`src/rtl/core/itpa_pkg.sv`:
```
// Package for the integer to padded ASCII formatter.
// Holds mode codes, sequencer states, field width, character constants, digit limits and divide constants.
// No dependencies; used by integer_to_padded_ascii.
package itpa_pkg;

   // Formatting modes carried in the request tuser.
   typedef enum logic [1:0] {
      MODE_UDEC = 2'd0,
      MODE_HEX  = 2'd1,
      MODE_SDEC = 2'd2,
      MODE_PTR  = 2'd3
   } mode_type;

   // Sequencer states.
   typedef enum logic [2:0] {
      ST_IDLE,
      ST_MUL,
      ST_DIV,
      ST_SETUP,
      ST_EMIT
   } state_type;

   // Default for the largest field width (the MAX_WIDTH parameter).
   localparam int MAX_WIDTH_DEFAULT = 64;

   // Digit buffer: a 32-bit value has at most ten decimal digits.
   localparam int DIG_MAX = 10;
   localparam int DIG_W   = 4;

   // Reciprocal of ten: x / 10 == (x * RECIP_TEN) >> RECIP_SHIFT for any 32-bit x.
   localparam logic [31:0] RECIP_TEN   = 32'hCCCC_CCCD;
   localparam int          RECIP_SHIFT = 35;

   // ASCII characters.
   localparam logic [7:0] CHAR_ZERO  = 8'h30;
   localparam logic [7:0] CHAR_A     = 8'h41;
   localparam logic [7:0] CHAR_MINUS = 8'h2D;
   localparam logic [7:0] CHAR_X     = 8'h78;
   localparam logic [7:0] CHAR_SPACE = 8'h20;

endpackage

```
`src/rtl/core/integer_to_padded_ascii.sv`:
```
// Digits are extracted in a multiply state and a divide state per decimal digit, or in a
// divide state alone per hex digit; a setup state follows, then one character per cycle
// while rsp_tready does not stall the output.
// The divide-by-ten unit (reciprocal multiply, then remainder) sets the decimal digit rate.
// One item at a time: req_tready is high only while the sequencer is idle.
// Reset is synchronous and active high; it clears the sequencer and the output valid.
module integer_to_padded_ascii #(
   parameter int MAX_WIDTH = itpa_pkg::MAX_WIDTH_DEFAULT
) (
   input  logic        clock,
   input  logic        reset,
   // Request beat
   input  logic        req_tvalid,
   output logic        req_tready,
   input  logic [47:0] req_tdata,   // value[31:0], left_justify[32], zero_fill[33],
                                    // field_width[40:34], zeros[47:41]
   input  logic [1:0]  req_tuser,   // mode[1:0]
   // Response beat
   output logic        rsp_tvalid,
   input  logic        rsp_tready,
   output logic [7:0]  rsp_tdata,   // char_out[7:0]
   output logic        rsp_tlast    // last_char
);

   localparam logic [6:0] WIDTH_CAP = 7'(MAX_WIDTH);

   // Request fields
   logic [31:0]        req_value;
   logic               req_ljust;
   logic               req_zfill;
   logic [6:0]         req_width;
   itpa_pkg::mode_type req_mode;

   assign req_value = req_tdata[31:0];
   assign req_ljust = req_tdata[32];
   assign req_zfill = req_tdata[33];
   assign req_width = req_tdata[40:34];
   assign req_mode  = itpa_pkg::mode_type'(req_tuser);

   // Registers
   itpa_pkg::state_type state_ff, state_in;
   logic [31:0] mag_ff, mag_in;
   logic [63:0] prod_ff;
   logic        neg_ff, neg_in;
   logic        hex_ff, hex_in;
   logic        ptr_ff, ptr_in;
   logic        ljust_ff, ljust_in;
   logic        zfill_ff, zfill_in;
   logic [6:0]  width_ff, width_in;
   logic [itpa_pkg::DIG_W-1:0] ndig_ff, ndig_in;
   logic [itpa_pkg::DIG_W-1:0] didx_ff, didx_in;
   logic [itpa_pkg::DIG_W-1:0] dig_ff [itpa_pkg::DIG_MAX];
   logic [6:0]  b1_ff, b1_in;
   logic [6:0]  b2_ff, b2_in;
   logic [6:0]  b3_ff, b3_in;
   logic [6:0]  b4_ff, b4_in;
   logic [6:0]  total_ff, total_in;
   logic [6:0]  pos_ff, pos_in;
   logic        rsp_valid_ff;
   logic [7:0]  rsp_data_ff;
   logic        rsp_last_ff;

   // Control
   logic       accept;
   logic       out_load;
   logic       dig_write;
   logic       digit_last;
   logic [7:0] char_cur;
   logic       last_cur;

   // Divide step: quotient from the registered product, remainder as mag - 10 * quotient.
   logic [28:0] quot;
   logic [3:0]  q10_lo;
   logic [3:0]  digit_val;

   assign quot      = prod_ff[63:itpa_pkg::RECIP_SHIFT];
   assign q10_lo    = {quot[0], 3'b000} + {quot[2:0], 1'b0};
   assign digit_val = hex_ff ? mag_ff[3:0] : (mag_ff[3:0] - q10_lo);
   assign digit_last = hex_ff ? (mag_ff[31:4] == 28'd0) : (quot == 29'd0);

   // Next state
   always_comb begin
      state_in = state_ff;
      unique case (state_ff)
         itpa_pkg::ST_IDLE: begin
            if (req_tvalid) begin
               if (req_mode == itpa_pkg::MODE_HEX || req_mode == itpa_pkg::MODE_PTR) begin
                  state_in = itpa_pkg::ST_DIV;
               end else begin
                  state_in = itpa_pkg::ST_MUL;
               end
            end
         end
         itpa_pkg::ST_MUL: begin
            state_in = itpa_pkg::ST_DIV;
         end
         itpa_pkg::ST_DIV: begin
            if (digit_last) begin
               state_in = itpa_pkg::ST_SETUP;
            end else if (hex_ff) begin
               state_in = itpa_pkg::ST_DIV;
            end else begin
               state_in = itpa_pkg::ST_MUL;
            end
         end
         itpa_pkg::ST_SETUP: begin
            state_in = itpa_pkg::ST_EMIT;
         end
         itpa_pkg::ST_EMIT: begin
            if (out_load && last_cur) begin
               state_in = itpa_pkg::ST_IDLE;
            end
         end
         default: begin
            state_in = itpa_pkg::ST_IDLE;
         end
      endcase
   end

   // State outputs
   always_comb begin
      req_tready = 1'b0;
      out_load   = 1'b0;
      dig_write  = 1'b0;
      unique case (state_ff)
         itpa_pkg::ST_IDLE: begin
            req_tready = 1'b1;
         end
         itpa_pkg::ST_MUL: begin
         end
         itpa_pkg::ST_DIV: begin
            dig_write = 1'b1;
         end
         itpa_pkg::ST_SETUP: begin
         end
         itpa_pkg::ST_EMIT: begin
            out_load = !rsp_valid_ff || rsp_tready;
         end
         default: begin
         end
      endcase
   end

   assign accept = req_tvalid && req_tready;

   // Character at the current position of the padded text.
   always_comb begin
      logic [3:0] d;
      d = dig_ff[didx_ff];
      if (pos_ff < b1_ff) begin
         char_cur = itpa_pkg::CHAR_SPACE;
      end else if (pos_ff < b2_ff) begin
         if (pos_ff == b1_ff) begin
            char_cur = neg_ff ? itpa_pkg::CHAR_MINUS : itpa_pkg::CHAR_ZERO;
         end else begin
            char_cur = itpa_pkg::CHAR_X;
         end
      end else if (pos_ff < b3_ff) begin
         char_cur = itpa_pkg::CHAR_ZERO;
      end else if (pos_ff < b4_ff) begin
         if (d < 4'd10) begin
            char_cur = itpa_pkg::CHAR_ZERO + {4'd0, d};
         end else begin
            char_cur = itpa_pkg::CHAR_A + {4'd0, d - 4'd10};
         end
      end else begin
         char_cur = itpa_pkg::CHAR_SPACE;
      end
   end

   assign last_cur = (pos_ff == total_ff - 7'd1);

   // Datapath next values
   always_comb begin
      logic [6:0] npre;
      logic [6:0] textlen;
      logic [6:0] pad;
      mag_in   = mag_ff;
      neg_in   = neg_ff;
      hex_in   = hex_ff;
      ptr_in   = ptr_ff;
      ljust_in = ljust_ff;
      zfill_in = zfill_ff;
      width_in = width_ff;
      ndig_in  = ndig_ff;
      didx_in  = didx_ff;
      b1_in    = b1_ff;
      b2_in    = b2_ff;
      b3_in    = b3_ff;
      b4_in    = b4_ff;
      total_in = total_ff;
      pos_in   = pos_ff;
      npre     = neg_ff ? 7'd1 : (ptr_ff ? 7'd2 : 7'd0);
      textlen  = npre + {3'd0, ndig_ff};
      pad      = (width_ff > textlen) ? (width_ff - textlen) : 7'd0;

      // Capture the item; signed mode works on the magnitude.
      if (accept) begin
         neg_in   = (req_mode == itpa_pkg::MODE_SDEC) && req_value[31];
         mag_in   = neg_in ? (32'd0 - req_value) : req_value;
         hex_in   = (req_mode == itpa_pkg::MODE_HEX) || (req_mode == itpa_pkg::MODE_PTR);
         ptr_in   = (req_mode == itpa_pkg::MODE_PTR);
         ljust_in = req_ljust;
         zfill_in = req_zfill;
         width_in = (req_width > WIDTH_CAP) ? WIDTH_CAP : req_width;
         ndig_in  = '0;
      end

      // One digit per divide step, least significant first.
      if (dig_write) begin
         mag_in  = hex_ff ? {4'd0, mag_ff[31:4]} : {3'd0, quot};
         ndig_in = ndig_ff + 4'd1;
      end

      // Segment boundaries of the padded text.
      if (state_ff == itpa_pkg::ST_SETUP) begin
         b1_in    = (!ljust_ff && !zfill_ff) ? pad : 7'd0;
         b2_in    = b1_in + npre;
         b3_in    = b2_in + ((!ljust_ff && zfill_ff) ? pad : 7'd0);
         b4_in    = b3_in + {3'd0, ndig_ff};
         total_in = b4_in + (ljust_ff ? pad : 7'd0);
         pos_in   = 7'd0;
         didx_in  = ndig_ff - 4'd1;
      end

      // Walk the text one character per output beat.
      if (out_load) begin
         pos_in = pos_ff + 7'd1;
         if (pos_ff >= b3_ff && pos_ff < b4_ff && didx_ff != '0) begin
            didx_in = didx_ff - 4'd1;
         end
      end
   end

   // Control registers
   always_ff @(posedge clock) begin
      if (reset) begin
         state_ff     <= itpa_pkg::ST_IDLE;
         rsp_valid_ff <= 1'b0;
      end else begin
         state_ff <= state_in;
         if (out_load) begin
            rsp_valid_ff <= 1'b1;
         end else if (rsp_tready) begin
            rsp_valid_ff <= 1'b0;
         end
      end
   end

   // Payload registers
   always_ff @(posedge clock) begin
      mag_ff   <= mag_in;
      prod_ff  <= {32'd0, mag_ff} * {32'd0, itpa_pkg::RECIP_TEN};
      neg_ff   <= neg_in;
      hex_ff   <= hex_in;
      ptr_ff   <= ptr_in;
      ljust_ff <= ljust_in;
      zfill_ff <= zfill_in;
      width_ff <= width_in;
      ndig_ff  <= ndig_in;
      didx_ff  <= didx_in;
      b1_ff    <= b1_in;
      b2_ff    <= b2_in;
      b3_ff    <= b3_in;
      b4_ff    <= b4_in;
      total_ff <= total_in;
      pos_ff   <= pos_in;
      if (out_load) begin
         rsp_data_ff <= char_cur;
         rsp_last_ff <= last_cur;
      end
   end

   // Digit buffer
   always_ff @(posedge clock) begin
      if (dig_write) begin
         dig_ff[ndig_ff] <= digit_val;
      end
   end

   assign rsp_tvalid = rsp_valid_ff;
   assign rsp_tdata  = rsp_data_ff;
   assign rsp_tlast  = rsp_last_ff;

   // An accepted item blocks the request side on the following cycle.
   a_busy_after_accept: assert property (@(posedge clock) disable iff (reset)
      accept |=> !req_tready)
      else $error("request accepted while the previous item is in progress");

   // Emission never runs past the end of the text.
   a_pos_in_range: assert property (@(posedge clock) disable iff (reset)
      (state_ff == itpa_pkg::ST_EMIT) |-> (pos_ff < total_ff))
      else $error("character position beyond the text length");

   // The digit buffer never overflows.
   a_digit_count: assert property (@(posedge clock) disable iff (reset)
      dig_write |-> (ndig_ff < 4'(itpa_pkg::DIG_MAX)))
      else $error("digit buffer overflow");

   // The final character returns the sequencer to idle and is marked last.
   a_last_to_idle: assert property (@(posedge clock) disable iff (reset)
      (out_load && last_cur) |=> (state_ff == itpa_pkg::ST_IDLE) && rsp_tlast)
      else $error("last character did not end the item");

endmodule
```
`config.mk`:
```
export PLATFORM = sky130hd
export DESIGN_NAME = integer_to_padded_ascii
export DESIGN_NICKNAME = d
export VERILOG_FILES = /design/src/rtl/core/itpa_pkg.sv /design/src/rtl/core/integer_to_padded_ascii.sv
export SDC_FILE = /design/constraint.sdc
export NUM_CORES = 2
export LEC_CHECK = 0
export ABC_AREA = 1
export BUFFER_PORTS_ARGS = -buffer_cell sky130_fd_sc_hd__clkbuf_2
export CAP_MARGIN = 20
export CORE_UTILIZATION = 45
export CTS_CLUSTER_SIZE = 12
export DETAILED_ROUTE_END_ITERATION = 6
export PLACE_DENSITY = 0.61
export SLEW_MARGIN = 20
export SYNTH_ARGS = -nofsm -noshare
export SYNTH_HDL_FRONTEND = slang
export SYNTH_SLANG_ARGS = --single-unit
```
`constraint.sdc`:
```
create_clock -name clock -period 16.35 [get_ports clock]
set_input_delay 3.27 -clock clock [delete_from_list [all_inputs] [get_ports clock]]
set_output_delay 3.27 -clock clock [all_outputs]
set_load 0.02 [all_outputs]
```
==> out/metrics.cfg <==
[run_status]
status=completed

[cts]
cts_setup_buffers=0
h-tree-depth=4
clock_latency_ns=0.49
path_clk_slew_ns=0.08
cts_resized=0
root_buffer=clkbuf_16
clock_sinks=175
cts_tree=yes
numCtsBuffers=17
cts_hold_buffers=0
clk_path_buf_depth=2

[yosys]
synth-warning-count=0
ys_types=49
synthCells=3274
synth.area.top_cells=fa_1, ha_1, edfxtp_1
synth_seq_area_share_pct=17.1
syn-mean-instance-area_um2=8.72
synth_nets=4165
synth_edf_count=138
ys_async_sr_fraction_pct=0
netlist_area_um2=28600
netlist.area_leader.share_pct=29.5
yosys.area.top_type=fa_1
synth_flop_cell=edfxtp_1
ys_ff_latch=175

[hold_path]
hold_path_class=reg2reg
min_to=rsp_tvalid
holdPathStages=4
hp-start=rsp_tvalid

[critical_path]
timing.rr.end=prod_ff[60]
critPathCaptureType=register
critical_path_buf_inv_count=7
crit_chain=ha_1, inv_1, fa_1, fa_1, inv_1, fa_1, inv_1, fa_1, inv_1, fa_1, fa_1, inv_1, fa_1, inv_1, ha_1, nand2_1, nor2_1, inv_1, nor2_1, nand3_1, o211ai_1, nand2_1, nand3_1, nand2_1
path_class=reg2reg
path_max_fanout=6
r2r_slack_ns=9.06
cp_top_family=adder cells
crit_slowest_cell=edfxtp_1
max_stage_delay_ns=0.66
worstPathArrival_ns=7.66
required_ns=16.72
r2r_cells=24
r2r-start=mag_ff[4]
cp-start-kind=register

[placement]
place_congestion=0.961
dpl_cell_area_um2=29900
io_buffers=56
dp_hpwl_um=74700

[detailed_routing]
wl_per_cell_um=20.3
ant_nets=0
first_iter_violations=1516
first_pass_iters=5
via_count=21200
viasPerCell=5.05
routed_wl_um=84900
route.detailed.drc=0

[die]
die-area_um2=64500
initial_utilization_pct=45.9
die_h_um=254
pin_count=65
rows=91
die_x_um=254
core_area_um2=62200

[grt]
grt_max_degree=49
grt_first_pass_wirelength_um=128000
grt_overflow=0
grt_pass1_vias=21700
grt_antenna_before_repair=2
grtUsageTotal_pct=27.5

[final_layout]
synthToLayoutAreaGrowth_pct=6.73
stdcell_area_um2=30500
final_cell_mix=inv_1, nand2_1, fa_1
nets=4224
drive_above_1_share_pct=4.06
final_common_cell=inv_1

[sta]
period_share_pct=44.6
hold_slack_ns=0.593
clock.fmax_ghz=0.137
setup_tns_ns=0
slew_headroom_pct=30.4
hold_violations=0
setup_viol=0
skew_ns=0.0206
slew_violations=0
rsz0062_at_grt=no
tightest_slew_ns=1.03
fin_crit_ns=7.29

[job]
drv_cap=0

-- worst min-delay path, cell delays in order, from the launching register on --
cell,delay [ns]
dfxtp_1,0.31
inv_1,0.05
nor2_1,0.05
inv_1,0.07
a21oi_1,0.07
-- flip-flops by register name, summed over array words and instances (netlist names), 3 cells and up --
name and cells:
rsp_tdata 7, didx_ff 4, b1_ff 7, ndig_ff 4, b2_ff 7, prod_ff 29
dig_ff 40, pos_ff 7, state_ff 3, b4_ff 7, mag_ff 32, b3_ff 7
total_ff 7, width_ff 7
-- per-stage QoR --
step | std cells | utilization [%] | setup slack (ns)
3_5_place_dp | 4151 | 48.0 | 9.24
5_1_grt | 4185 | 49.0 | 8.66
3_3_place_gp | 4151 | 48.0 | 9.18
2_1_floorplan | 3274 | - | 9.98
4_1_cts | 4183 | 49.0 | 9.19
6_report | 4187 | 49.0 | 9.06
-- Yosys cell counts, types with 3 or more instances --
cell	number
and3_1	4
nand3_1	85
o211ai_1	10
o31ai_1	3
o221ai_1	3
a211oi_1	5
nand2_2	5
o21ai_1	4
xor2_1	59
o21a_1	5
nor2_2	3
a21o_1	15
edfxtp_1	138
o21ai_0	138
fa_1	421
buf_2	6
a21boi_0	7
inv_2	3
nor2_1	225
xnor2_1	26
nor3_2	4
nand3_2	5
o21bai_1	15
nand2_1	424
clkbuf_1	18
nor2_4	5
nor4_1	11
nand2_4	4
inv_1	942
ha_1	416
nand4_1	29
a21oi_1	125
a31oi_1	20
dfxtp_1	37
nor3_1	35
-- per-layer routing --
metal | vias to the layer above | track usage [%] | part of all wire (%)
li1 | 10200 | - | -
met1 | 10100 | 36.7 | 44
met2 | 697 | 42.0 | 44
met3 | 111 | 9.32 | 9.6
met4 | 0 | 7.97 | 2.7
met5 | - | 0 | 0
-- how the worst max path moves through the flow --
stage / startpoint / to / slack, ns / cells past startpoint
2_1_floorplan: req_tvalid / mag_ff[0] / 9.98 / 2
3_3_place_gp: mag_ff[13] / prod_ff[60] / 9.18 / 25
3_5_place_dp: mag_ff[4] / prod_ff[60] / 9.24 / 24
4_1_cts: mag_ff[13] / prod_ff[60] / 9.19 / 25
5_1_grt: neg_ff / total_ff[6] / 8.66 / 37
6_report: mag_ff[4] / prod_ff[60] / 9.06 / 24
-- cell type report --
class	count	area [µm²]
Fill cell	6119	31700
Multi-Input combinational cell	2126	20000
Tap cell	837	1050
Sequential cell	175	4880
Clock buffer	17	425
Inverter	947	3550
Timing Repair Buffer	66	355
Clock inverter	15	173
Antenna cell	4	10.0
-- cell families after synthesis --
logic type | Yosys count | share of synthesized area [%]
buffers and inverters | 973 | 12.8
adders and majority gates | 837 | 47.7
other | 1 | 0.0131
and+or+nand+nor | 849 | 12.8
xor gates and xnor gates | 85 | 2.61
DFF | 175 | 17.1
AOI/OAI and AO/OA | 354 | 6.92
Power is not shown: default switching activity piles up to over one toggle a cycle in this logic, so the estimate is an artifact.
